==> src/hdl/sha1ckm_pkg.sv <==
// Package for the SHA-1 candidate key matcher: types, constants and helper functions.
// It has no dependencies.
package sha1ckm_pkg;

  localparam int unsigned Rounds = 80;
  localparam int unsigned MsgBits = 96;

  localparam logic [31:0] H0 = 32'h67452301;
  localparam logic [31:0] H1 = 32'hEFCDAB89;
  localparam logic [31:0] H2 = 32'h98BADCFE;
  localparam logic [31:0] H3 = 32'h10325476;
  localparam logic [31:0] H4 = 32'hC3D2E1F0;

  localparam logic [7:0] CharC = 8'h43;
  localparam logic [7:0] CharP = 8'h50;
  localparam logic [7:0] CharZero = 8'h30;
  localparam logic [7:0] CharA = 8'h41;

  typedef struct packed {
    logic [31:0] a;
    logic [31:0] b;
    logic [31:0] c;
    logic [31:0] d;
    logic [31:0] e;
  } state_t;

  typedef logic [15:0][31:0] window_t;

  // Two decimal digits of a value below 100, as two characters.
  // Tens digit by reciprocal multiply: (v * 205) >> 11 is exact here.
  function automatic logic [15:0] dec2(input logic [6:0] v);
    logic [14:0] prod;
    logic [3:0]  tens;
    logic [6:0]  rem;
    prod = 15'(v) * 15'd205;
    tens = prod[14:11];
    rem  = v - 7'(tens) * 7'd10;
    return {CharZero + 8'(tens), CharZero + 8'(rem)};
  endfunction

  function automatic logic [7:0] hex1(input logic [3:0] n);
    return (n < 4'd10) ? CharZero + 8'(n) : CharA + 8'(n) - 8'd10;
  endfunction

  function automatic logic [31:0] round_k(input logic [6:0] i);
    if (i < 7'd20) return 32'h5A827999;
    else if (i < 7'd40) return 32'h6ED9EBA1;
    else if (i < 7'd60) return 32'h8F1BBCDC;
    else return 32'hCA62C1D6;
  endfunction

  function automatic logic [31:0] round_f(input logic [6:0] i, input logic [31:0] b,
                                          input logic [31:0] c, input logic [31:0] d);
    if (i < 7'd20) return (b & c) | (~b & d);
    else if (i < 7'd40 || i >= 7'd60) return b ^ c ^ d;
    else return (b & c) | (b & d) | (c & d);
  endfunction

endpackage

==> src/hdl/sha1ckm_round.sv <==
// One registered SHA-1 round with its message schedule window.
// Depends on sha1ckm_pkg.
module sha1ckm_round (
  input  logic                 clk_i,
  input  logic                 rst_ni,
  input  logic                 en_i,
  input  logic [6:0]           idx_i,
  input  logic                 valid_i,
  input  sha1ckm_pkg::state_t  st_i,
  input  sha1ckm_pkg::window_t w_i,
  input  logic [23:0]          tag_i,
  output logic                 valid_o,
  output sha1ckm_pkg::state_t  st_o,
  output sha1ckm_pkg::window_t w_o,
  output logic [23:0]          tag_o
);

  logic                 valid_q;
  sha1ckm_pkg::state_t  st_d, st_q;
  sha1ckm_pkg::window_t w_d, w_q;
  logic [23:0]          tag_q;
  logic [31:0]          w_new, t;

  // w_i[0] is the word used by this round; the window shifts by one.
  assign w_new = {w_i[13] ^ w_i[8] ^ w_i[2] ^ w_i[0]} << 1 |
                 {w_i[13] ^ w_i[8] ^ w_i[2] ^ w_i[0]} >> 31;
  assign t = {st_i.a[26:0], st_i.a[31:27]} +
             sha1ckm_pkg::round_f(idx_i, st_i.b, st_i.c, st_i.d) +
             st_i.e + sha1ckm_pkg::round_k(idx_i) + w_i[0];

  always_comb begin
    st_d.a = t;
    st_d.b = st_i.a;
    st_d.c = {st_i.b[1:0], st_i.b[31:2]};
    st_d.d = st_i.c;
    st_d.e = st_i.d;
    w_d = {w_new, w_i[15:1]};
  end

  always_ff @(posedge clk_i or negedge rst_ni) begin
    if (!rst_ni) begin
      valid_q <= 1'b0;
    end else if (en_i) begin
      valid_q <= valid_i;
    end
  end

  always_ff @(posedge clk_i) begin
    if (en_i) begin
      st_q  <= st_d;
      w_q   <= w_d;
      tag_q <= tag_i;
    end
  end

  assign valid_o = valid_q;
  assign st_o    = st_q;
  assign w_o     = w_q;
  assign tag_o   = tag_q;

endmodule

==> config.mk <==
export PLATFORM = sky130hd
export DESIGN_NAME = sha1ckm_round
export DESIGN_NICKNAME = d
export VERILOG_FILES = /design/src/hdl/sha1ckm_pkg.sv /design/src/hdl/sha1ckm_round.sv
export SDC_FILE = /design/constraint.sdc
export NUM_CORES = 1
export LEC_CHECK = 0
export ABC_AREA = 0
export BUFFER_PORTS_ARGS = -buffer_cell sky130_fd_sc_hd__buf_2
export CORE_AREA = 2 2 546 548
export DETAILED_ROUTE_END_ITERATION = 10
export DIE_AREA = 0 0 548 550
export GPL_TIMING_DRIVEN = 0
export SLEW_MARGIN = 20
export SYNTH_ARGS = -nofsm -noshare
export SYNTH_HDL_FRONTEND = slang
export SYNTH_SLANG_ARGS = --single-unit
==> constraint.sdc <==
create_clock -name clk_i -period 0.8 [get_ports clk_i]
set_input_delay 0.08 -clock clk_i [delete_from_list [all_inputs] [get_ports clk_i]]
set_output_delay 0.08 -clock clk_i [all_outputs]
set_load 0.02 [all_outputs]
==> flow_summary.json, run 1 <==
{
  "place.gp.congestion": 0.993,
  "relSlewSlack_pct": 28.0,
  "wire_per_inst_um": 25.6,
  "die_w_um": 548,
  "rr_endpoint": "valid_o",
  "final_max_slew_viol_count": 0,
  "cp_max_fo": 5,
  "synth-adder-area-share_pct": 10.4,
  "max-clock-path-buffers": 4,
  "finalHoldViolCount": 3,
  "violations": "hold timing, setup timing",
  "setup_viol": 1465,
  "drv_cap": 0,
  "final_layout_size_suffix_gt1_share_pct": 42.6,
  "synthesis.area_mm2": 0.0275,
  "nNetsFinal": 4987,
  "grt_max_degree": 105,
  "holdPathStages": 1,
  "portBuffers": 1401,
  "r2r-start": "valid_o",
  "setup_tns_ns": -931.02,
  "seq_area_frac_synth_pct": 76.0,
  "stdcell_count": 8193,
  "synth_mux_area_share_pct": 1.33,
  "hp-start": "st_i[155]",
  "dieArea_mm2": 0.301,
  "hold_slack_ns": -0.439,
  "io_pins": 1404,
  "synth_edf_count": 696,
  "rows": 200,
  "syn_inst": 1455,
  "core_area_mm2": 0.296,
  "cp.required_ns": 1.32,
  "synth_nets": 2319,
  "clock-root-buffer": "clkbuf_16",
  "first_global_vias": 26953,
  "post_synth.cell_area_avg_um2": 18.9,
  "worstSetupPathType": "in2reg",
  "whs_endpoint": "st_o[123]",
  "rsz0062_at_grt": "true",
  "max_freq_ghz": 0.249,
  "die_h_um": 550,
  "post-route-period-util_pct": 503,
  "synth-compound-area-share_pct": 3.42,
  "power.density_mw_per_mm2": 2440,
  "placed_cells": 6808,
  "grt_overflow": 0,
  "vias": 25580,
  "hold_class": "in2reg",
  "ys_ff_latch": 697,
  "initial_utilization_pct": 9.31,
  "synth-main-ff-cell": "edfxtp_1",
  "cts_tree": "built",
  "grt_pass1_wl_um": 261000,
  "dp_hpwl_um": 165000,
  "path_clk_slew_ns": 0.06,
  "syn_to_final_growth_pct": 113,
  "grt_use_total_pct": 13.1,
  "wirelength_um": 209000,
  "post_synth_num_cell_types": 55,
  "layout_min_cycle_time_ns": 4.02,
  "vias_per_cell": 3.12,
  "antenna_found_initial": 119,
  "ir_drop_mv": 1.66,
  "cts_sinks": 697,
  "crit_path_end_kind": "flip-flop",
  "antenna_left": 0,
  "yosys.area_share.simple_pct": 1.65,
  "clk_latency_ns": 0.74,
  "ff2ff_setup_slack_ns": 0.01,
  "finClkSkew_ns": 0,
  "synthXorXnorAreaFrac_pct": 4.11,
  "worstPathArrival_ns": 4.54,
  "run_status": "finished, violations left",
  "finalWorstSetupSlack_ns": -3.22,
  "drc_errors": 0,
  "startpoint_type": "input pin",
  "rr_worst_depth": 1,
  "yosys_warnings": 0,
  "htree_num_levels": 3,
  "nFillCells": 31522,
  "synth-async-reset-ratio_pct": 0.143,
  "dr.pass1.iters": 8,
  "synth_top_family_by_area": "adder cells",
  "tightest_slew_ns": 1.08,
  "cts_buffers": 97,
  "drt_iter0_drc": 2014,
  "p_leak_nw": 23.4,
  "finalPower_mw": 143
}
## cell usage in the layout (no fill, tap or decap), types with 28 or more instances in the layout
cell type      count
dlygate4sd3_1   1094
buf_2            908
edfxtp_1         696
buf_6            501
inv_1            186
fa_1             117
clkbuf_16        103
xnor2_1           80
diode_2           58
buf_4             47
xor2_1            44
mux2_2            28
## worst max-delay path: stages
cell and delay, ns:
buf_12 0.12, o21ai_4 0.18, nand2b_4 0.16, buf_8 0.18, nand2_8 0.11, inv_12 0.05
buf_16 0.14, buf_4 0.17, fa_1 0.49, inv_1 0.05, fa_1 0.48, inv_1 0.07
ha_4 0.32, and4_2 0.27, o21ai_1 0.13, o211ai_1 0.45, buf_6 0.22, o211ai_1 0.09
buf_4 0.17, buf_4 0.14, a21oi_4 0.17, a31oi_1 0.12, xnor2_1 0.13
## layer usage
metal  vias up  GRT usage, %  wire [um]
li1      10758             -          -
met1     12653          14.6      76700
met2      1675          21.7      97900
met3       456          4.66      20900
met4        38          7.44      13700
met5         -             0        253
## stage by stage
stage | worst slack [ns] | util, % | instance area (um^2)
global route | -3.34 | 19.8 | 58600
floorplan | -2.83 | - | 27900
detailed placement | -5.91 | 13.6 | 40100
finish | -3.22 | 19.8 | 58700
global placement | -12.79 | 13.5 | 39800
CTS | -3.37 | 19.4 | 57500
## repair_timing
| item | CTS | global route |
|---|---|---|
| hold endpoints to repair | 742 | 132 |
| setup buffers | 47 | 14 |
| endpoints found under the setup margin | 1146 | 1164 |
| gates resized for setup | 891 | 251 |
| gates cloned | 0 | 5 |
| pin swaps | 48 | 41 |
| hold buffers | 1092 | 2 |
## synthesized netlist by cell type (6+ instances only)
cell type / number / area, um^2
edfxtp_1: 696 / 20900
inv_1: 201 / 754
fa_1: 120 / 2400
xnor2_1: 82 / 718
xor2_1: 47 / 412
ha_1: 37 / 463
nand2_1: 32 / 120
a21oi_1: 29 / 145
mux2_2: 28 / 315
a222oi_1: 27 / 270
nor2_1: 16 / 60.1
o21ai_0: 14 / 70.1
nand3_1: 13 / 65.1
a21o_1: 10 / 75.1
buf_2: 10 / 50.1
clkbuf_1: 7 / 26.3
nor2b_1: 6 / 37.5
nor3_1: 6 / 30.0
## how the worst max path moves through the flow
stage	startpoint	end	slack, ns	cells past startpoint
global placement	en_i	valid_o	-12.79	2
finish	idx_i[3]	st_o[155]	-3.22	23
CTS	idx_i[4]	st_o[159]	-3.37	21
global route	idx_i[3]	st_o[159]	-3.34	20
detailed placement	idx_i[3]	st_o[159]	-5.91	17
floorplan	st_i[2]	st_o[149]	-2.83	15
## kinds of logic after synthesis
| group | Yosys count |
|---|---|
| buffers and inverters | 220 |
| and+or+nand+nor | 93 |
| muxes | 33 |
| adders and majority gates | 157 |
| AOI/OAI and AO/OA | 126 |
| xor gates and xnor gates | 129 |
| DFF | 697 |
## state kept, by name (all words and copies together) (netlist names)
| register | cells |
|---|---|
| tag_o | 24 |
| valid_o | 1 |
| w_o | 512 |
| st_o | 160 |
## report_power, final
group          leakage [nW]  switching [mW]  internal (mW)  total (mW)
sequential             6.82            1.66           45.4        47.0
combinational          15.1            28.9           22.7        51.5
clock                  1.52            19.0           25.4        44.5
total                  23.4            49.6           93.5         143
## final cells by class
class,count,area [um^2],area share [%]
Clock buffer,108,2490,4.24
Buffer,13,166,0.284
Multi-Input combinational cell,538,6500,11.1
Antenna cell,58,145,0.247
Tap cell,3939,4930,8.40
Sequential cell,697,20900,35.7
Timing Repair Buffer,2573,22100,37.6
Clock inverter,64,633,1.08
Inverter,203,796,1.36
No activity file was read; power rests on OpenSTA's default activity.
==> inputs of run 2 (changes only) <==
- CORE_AREA: 2 2 546 548 -> 2 2 553 555
- DIE_AREA: 0 0 548 550 -> 0 0 555 557
==> flow_summary.json, run 2 (synthesis gave the netlist of run 1 again) <==
{
  "run_status": "finished, violations left",
  "violations": "hold timing, setup timing",
  "use_met3_pct": 4.09,
  "cp_slowest_cell": "a222oi_1",
  "final_common_cell": "dlygate4sd3_1",
  "syn_to_final_growth_pct": 117,
  "finClkSkew_ns": 0,
  "dr.pass1.iters": 5,
  "final_cell_mix": "dlygate4sd3_1 (1,146), buf_2 (866), edfxtp_1 (696)",
  "post-route-period-util_pct": 467,
  "antenna_found_initial": 104,
  "grt_max_degree": 105,
  "cp.required_ns": 1.40,
  "clk_latency_ns": 0.75,
  "hold_class": "in2reg",
  "crit_path_end_kind": "flip-flop",
  "initial_utilization_pct": 9.05,
  "cts_sinks": 697,
  "finalWorstSetupSlack_ns": -2.93,
  "worstPathArrival_ns": 4.34,
  "grt_use_total_pct": 13.0,
  "design_area_mm2": 0.0598,
  "largest_register_ffs": 512,
  "p_leak_nw": 23.9,
  "slowest_delay_ns": 0.62,
  "use_met2_pct": 22.4,
  "startpoint_type": "input pin",
  "first_global_vias": 27081,
  "tightest_slew_ns": 0.896,
  "place.gp.congestion": 0.929,
  "final_max_slew_viol_count": 0,
  "cp_max_fo": 4,
  "grt_pass1_wl_um": 263000,
  "drt_iter0_drc": 1779,
  "setup_tns_ns": -869.40,
  "use_met1_pct": 14.8,
  "power.density_mw_per_mm2": 2460,
  "max_freq_ghz": 0.268,
  "setup_viol": 1500,
  "clock-root-buffer": "clkbuf_16",
  "htree_num_levels": 3,
  "portBuffers": 1401,
  "die_h_um": 557,
  "post_dp_cell_area_mm2": 0.0402,
  "cts_tree": "built",
  "core_area_mm2": 0.304,
  "worstSetupPathType": "in2reg",
  "vias_per_cell": 3.09,
  "finalHoldViolCount": 4,
  "regArea_mm2": 0.0209,
  "crit_chain": "buf_12 -> o21ai_4 -> nand2b_1 -> buf_12 -> nand2_8 -> inv_12 -> buf_16 -> a222oi_1 -> buf_4 -> fa_1 -> inv_2 -> fa_2 -> a21oi_4 -> o211a_1 -> o211ai_1 -> buf_4 -> buf_8 -> o211ai_1 -> buf_4 -> buf_6 -> a21oi_4 -> a31oi_1 -> xnor2_1",
  "path_clk_slew_ns": 0.07,
  "hold_slack_ns": -0.431,
  "relSlewSlack_pct": 40.3,
  "vias": 25716,
  "cts_buffers": 96,
  "rsz0062_at_grt": "true",
  "dieArea_mm2": 0.309,
  "path_common_cell": "buf_4",
  "wire_per_inst_um": 25.6,
  "rows": 203,
  "wirelength_um": 213000,
  "die_w_um": 555,
  "final_layout_size_suffix_gt1_share_pct": 42.2,
  "final_util_pct": 19.7,
  "max-clock-path-buffers": 4,
  "dp_hpwl_um": 167000,
  "drv_cap": 0,
  "nNetsFinal": 5050,
  "nFillCells": 32352,
  "grt_overflow": 0,
  "stdcell_count": 8309,
  "finalPower_mw": 147,
  "top_usage_layer": "met2",
  "placed_cells": 6865,
  "drc_errors": 0,
  "io_pins": 1404,
  "antenna_left": 0,
  "ir_drop_mv": 1.77,
  "multi_input_area_mm2": 0.00662,
  "layout_min_cycle_time_ns": 3.73
}
-- run 2: final timing paths --
| check | start | end | slack (ns) | cells after the start |
|---|---|---|---|---|
| min in group asynchronous | rst_ni | valid_o | 0.17 | 3 |
| worst max-delay path | idx_i[4] | st_o[155] | -2.93 | 23 |
| worst max register to register | valid_o | valid_o | 0.02 | 1 |
| worst min-delay path | st_i[155] | st_o[123] | -0.43 | 1 |
| worst min register to register | valid_o | valid_o | 0.54 | 1 |
| max in group asynchronous | rst_ni | valid_o | 0.52 | 3 |
-- run 2: cell type report --
type	count	area share (%)
antenna	57	0.238
buffer	14	0.389
clock buffer	113	4.16
clock inverter	54	0.928
inverter	203	1.37
multi-input combinational	538	11.1
sequential	697	35.0
tap	3997	8.36
timing repair buffer	2636	38.5
-- run 2: timing repair --
action                                  4_1_cts  5_1_grt
setup buffers                                51       19
cloned                                        1        6
pin swaps                                    70       42
endpoints found under the hold margin       723      158
resized for setup                          1035      222
endpoints found under the setup margin     1169     1256
hold buffers                               1145        1
-- run 2: per-layer routing --
layer,share of wire [%],vias to the layer above
met5,0.077,-
met4,4.0,24
met3,8.3,333
met2,49,1516
met1,39,12977
li1,-,10866
-- run 2: power breakdown --
part           internal [mW]  switching [mW]  leakage [nW]
combinational           25.3            30.7          15.6
clock                   24.9            18.7          1.48
sequential              45.4            2.02          6.82
total                   95.6            51.5          23.9
-- run 2: per-stage QoR --
stage | hold slack, ns | worst slack (ns)
6_report | -0.431 | -2.93
5_1_grt | -0.509 | -3.09
4_1_cts | -0.540 | -2.99
3_5_place_dp | -0.143 | -5.96
3_3_place_gp | -0.143 | -12.86
2_1_floorplan | -0.216 | -2.83
-- run 2: worst max-delay path, delay by kind of cell --
family | cells | cell delay (ns)
adders and majority gates | 2 | 0.68
buffers and inverters | 10 | 1.42
xor gates and xnor gates | 1 | 0.28
and+or+nand+nor | 2 | 0.22
AOI/OAI and AO/OA | 8 | 1.61
==> inputs of run 3 (changes only) <==
--- a/config.mk
+++ b/config.mk
@@ -12,4 +12,5 @@
 export DIE_AREA = 0 0 555 557
 export GPL_TIMING_DRIVEN = 0
+export REMOVE_ABC_BUFFERS = 1
 export SLEW_MARGIN = 20
 export SYNTH_ARGS = -nofsm -noshare
==> constraint.sdc (replaced) <==
create_clock -name clk_i -period 0.8 [get_ports clk_i]
set_input_delay 0 -clock clk_i [delete_from_list [all_inputs] [get_ports clk_i]]
set_output_delay 0 -clock clk_i [all_outputs]
set_load 0.02 [all_outputs]
==> flow_summary.json, run 3 (synthesis gave the netlist of run 1 again) <==
{
  "use_met2_pct": 23.1,
  "final_max_slew_viol_count": 0,
  "tightest_slew_ns": 1.06,
  "ff2ff_setup_slack_ns": 0.04,
  "crit_chain": "buf_12 -> o21ai_4 -> nand2b_4 -> buf_12 -> clkinvlp_4 -> nand2_8 -> buf_4 -> buf_6 -> buf_6 -> buf_4 -> fa_1 -> inv_1 -> fa_1 -> inv_1 -> ha_1 -> nand2_1 -> o211a_1 -> o211ai_1 -> buf_6 -> o211ai_1 -> buf_4 -> a21oi_4 -> a31oi_4 -> xnor2_2",
  "cp_max_fo": 5,
  "startpoint_type": "input pin",
  "vias": 26548,
  "path_clk_slew_ns": 0.06,
  "final_layout_size_suffix_gt1_share_pct": 41.6,
  "wirelength_um": 222000,
  "die_w_um": 555,
  "power.density_mw_per_mm2": 2430,
  "final_common_cell": "dlygate4sd3_1",
  "crit_buf_inv": 11,
  "grt_pass1_wl_um": 276000,
  "rows": 203,
  "clock-root-buffer": "clkbuf_16",
  "max-clock-path-buffers": 4,
  "worstSetupPathType": "in2reg",
  "nNetsFinal": 5185,
  "antenna_left": 0,
  "cpLargestDelayFamily": "buffers and inverters",
  "whs_endpoint": "st_o[123]",
  "finClkSkew_ns": 0,
  "cts_sinks": 697,
  "place.gp.congestion": 0.913,
  "dp_hpwl_um": 171000,
  "final_util_pct": 20.0,
  "htree_num_levels": 3,
  "wire_per_inst_um": 26.3,
  "drt_iter0_drc": 1668,
  "top_usage_layer": "met2",
  "r2r-start": "valid_o",
  "dr.pass1.iters": 6,
  "rr_endpoint": "valid_o",
  "grt_use_total_pct": 13.6,
  "violations": "hold timing, setup timing",
  "holdPathStages": 1,
  "layout_min_cycle_time_ns": 3.80,
  "rr_worst_depth": 1,
  "hold_slack_ns": -0.566,
  "setup_viol": 1390,
  "cp.required_ns": 1.31,
  "syn_to_final_growth_pct": 121,
  "grt_overflow": 0,
  "final_cell_mix": "dlygate4sd3_1 (1,252), buf_2 (954), edfxtp_1 (696)",
  "antenna_found_initial": 120,
  "run_status": "finished, violations left",
  "io_pins": 1404,
  "crit_path_end_kind": "flip-flop",
  "first_global_vias": 28120,
  "portBuffers": 1401,
  "finalHoldViolCount": 3,
  "hold_class": "in2reg",
  "p_leak_nw": 24.5,
  "use_met1_pct": 15.5,
  "cts_tree": "built",
  "ir_drop_mv": 1.58,
  "die_h_um": 557,
  "drv_cap": 0,
  "relSlewSlack_pct": 29.1,
  "worstPathArrival_ns": 4.30,
  "vias_per_cell": 3.14,
  "post-route-period-util_pct": 475,
  "initial_utilization_pct": 9.05,
  "core_area_mm2": 0.304,
  "finalPower_mw": 148,
  "hp-start": "st_i[155]",
  "max_freq_ghz": 0.263,
  "drc_errors": 0,
  "rsz0062_at_grt": "true",
  "cp_slowest_cell": "fa_1",
  "grt_max_degree": 107,
  "use_met3_pct": 4.12,
  "largest_register_ffs": 512,
  "finalWorstSetupSlack_ns": -3.00,
  "dieArea_mm2": 0.309,
  "cts_buffers": 99,
  "critPathLaunch": "idx_i[4]",
  "slowest_delay_ns": 0.47,
  "clk_latency_ns": 0.78
}
## run 3: changes by cell type in the layout (fill, tap and decap cells not counted), sizes merged
cell         before   now
buf            1493  1513
bufbuf            0    10
bufinv            8    12
clkbuf          124   122
clkinv           32    31
clkinvlp         10    12
diode            57    52
dlygate4sd3    1146  1252
## run 3: power breakdown
group,switching [mW],internal [mW]
clock,19.1,27.0
combinational,30.8,23.9
sequential,1.72,45.4
## run 3: timing repair
item,4_1_cts,5_1_grt
pin swaps,55,32
cloned,12,6
setup endpoints to repair,1007,1366
hold endpoints to repair,933,58
hold buffers,1252,1
resized for setup,921,166
buffers inserted,61,30
## run 3: worst max path at each step
| stage | end | slack (ns) | cells past startpoint |
|---|---|---|---|
| floorplan | st_o[149] | -3.34 | 15 |
| global placement | valid_o | -13.19 | 2 |
| detailed placement | st_o[157] | -6.25 | 17 |
| CTS | st_o[157] | -3.00 | 18 |
| global route | st_o[147] | -3.11 | 21 |
| finish | st_o[155] | -3.00 | 24 |
## run 3: routing by layer
metal / vias up / share of wire [%]
met5: - / 0.12
met4: 30 / 6.3
met3: 459 / 8.2
met2: 1599 / 47
met1: 13334 / 38
li1: 11126 / -
## run 3: layout make-up
class,count,area (um^2)
multi-input combinational,538,6530
clock buffer,116,2580
clock inverter,58,668
inverter,203,815
sequential,697,20900
tap,3997,5000
timing repair buffer,2781,24200
antenna,52,130
fill,32425,243000
timing repair inverter,1,16.3
## run 3: through the flow
step | area (um^2) | setup WS, ns | hold slack [ns] | cells | TNS, ns
floorplan | 27400 | -3.34 | -0.296 | 1438 | -89.33
global placement | 39500 | -13.19 | -0.215 | 6836 | -8715.57
detailed placement | 39900 | -6.25 | -0.216 | 6855 | -743.61
CTS | 59800 | -3.00 | -0.672 | 8354 | -801.06
global route | 60800 | -3.11 | -0.638 | 8418 | -838.54
finish | 60800 | -3.00 | -0.566 | 8443 | -792.52
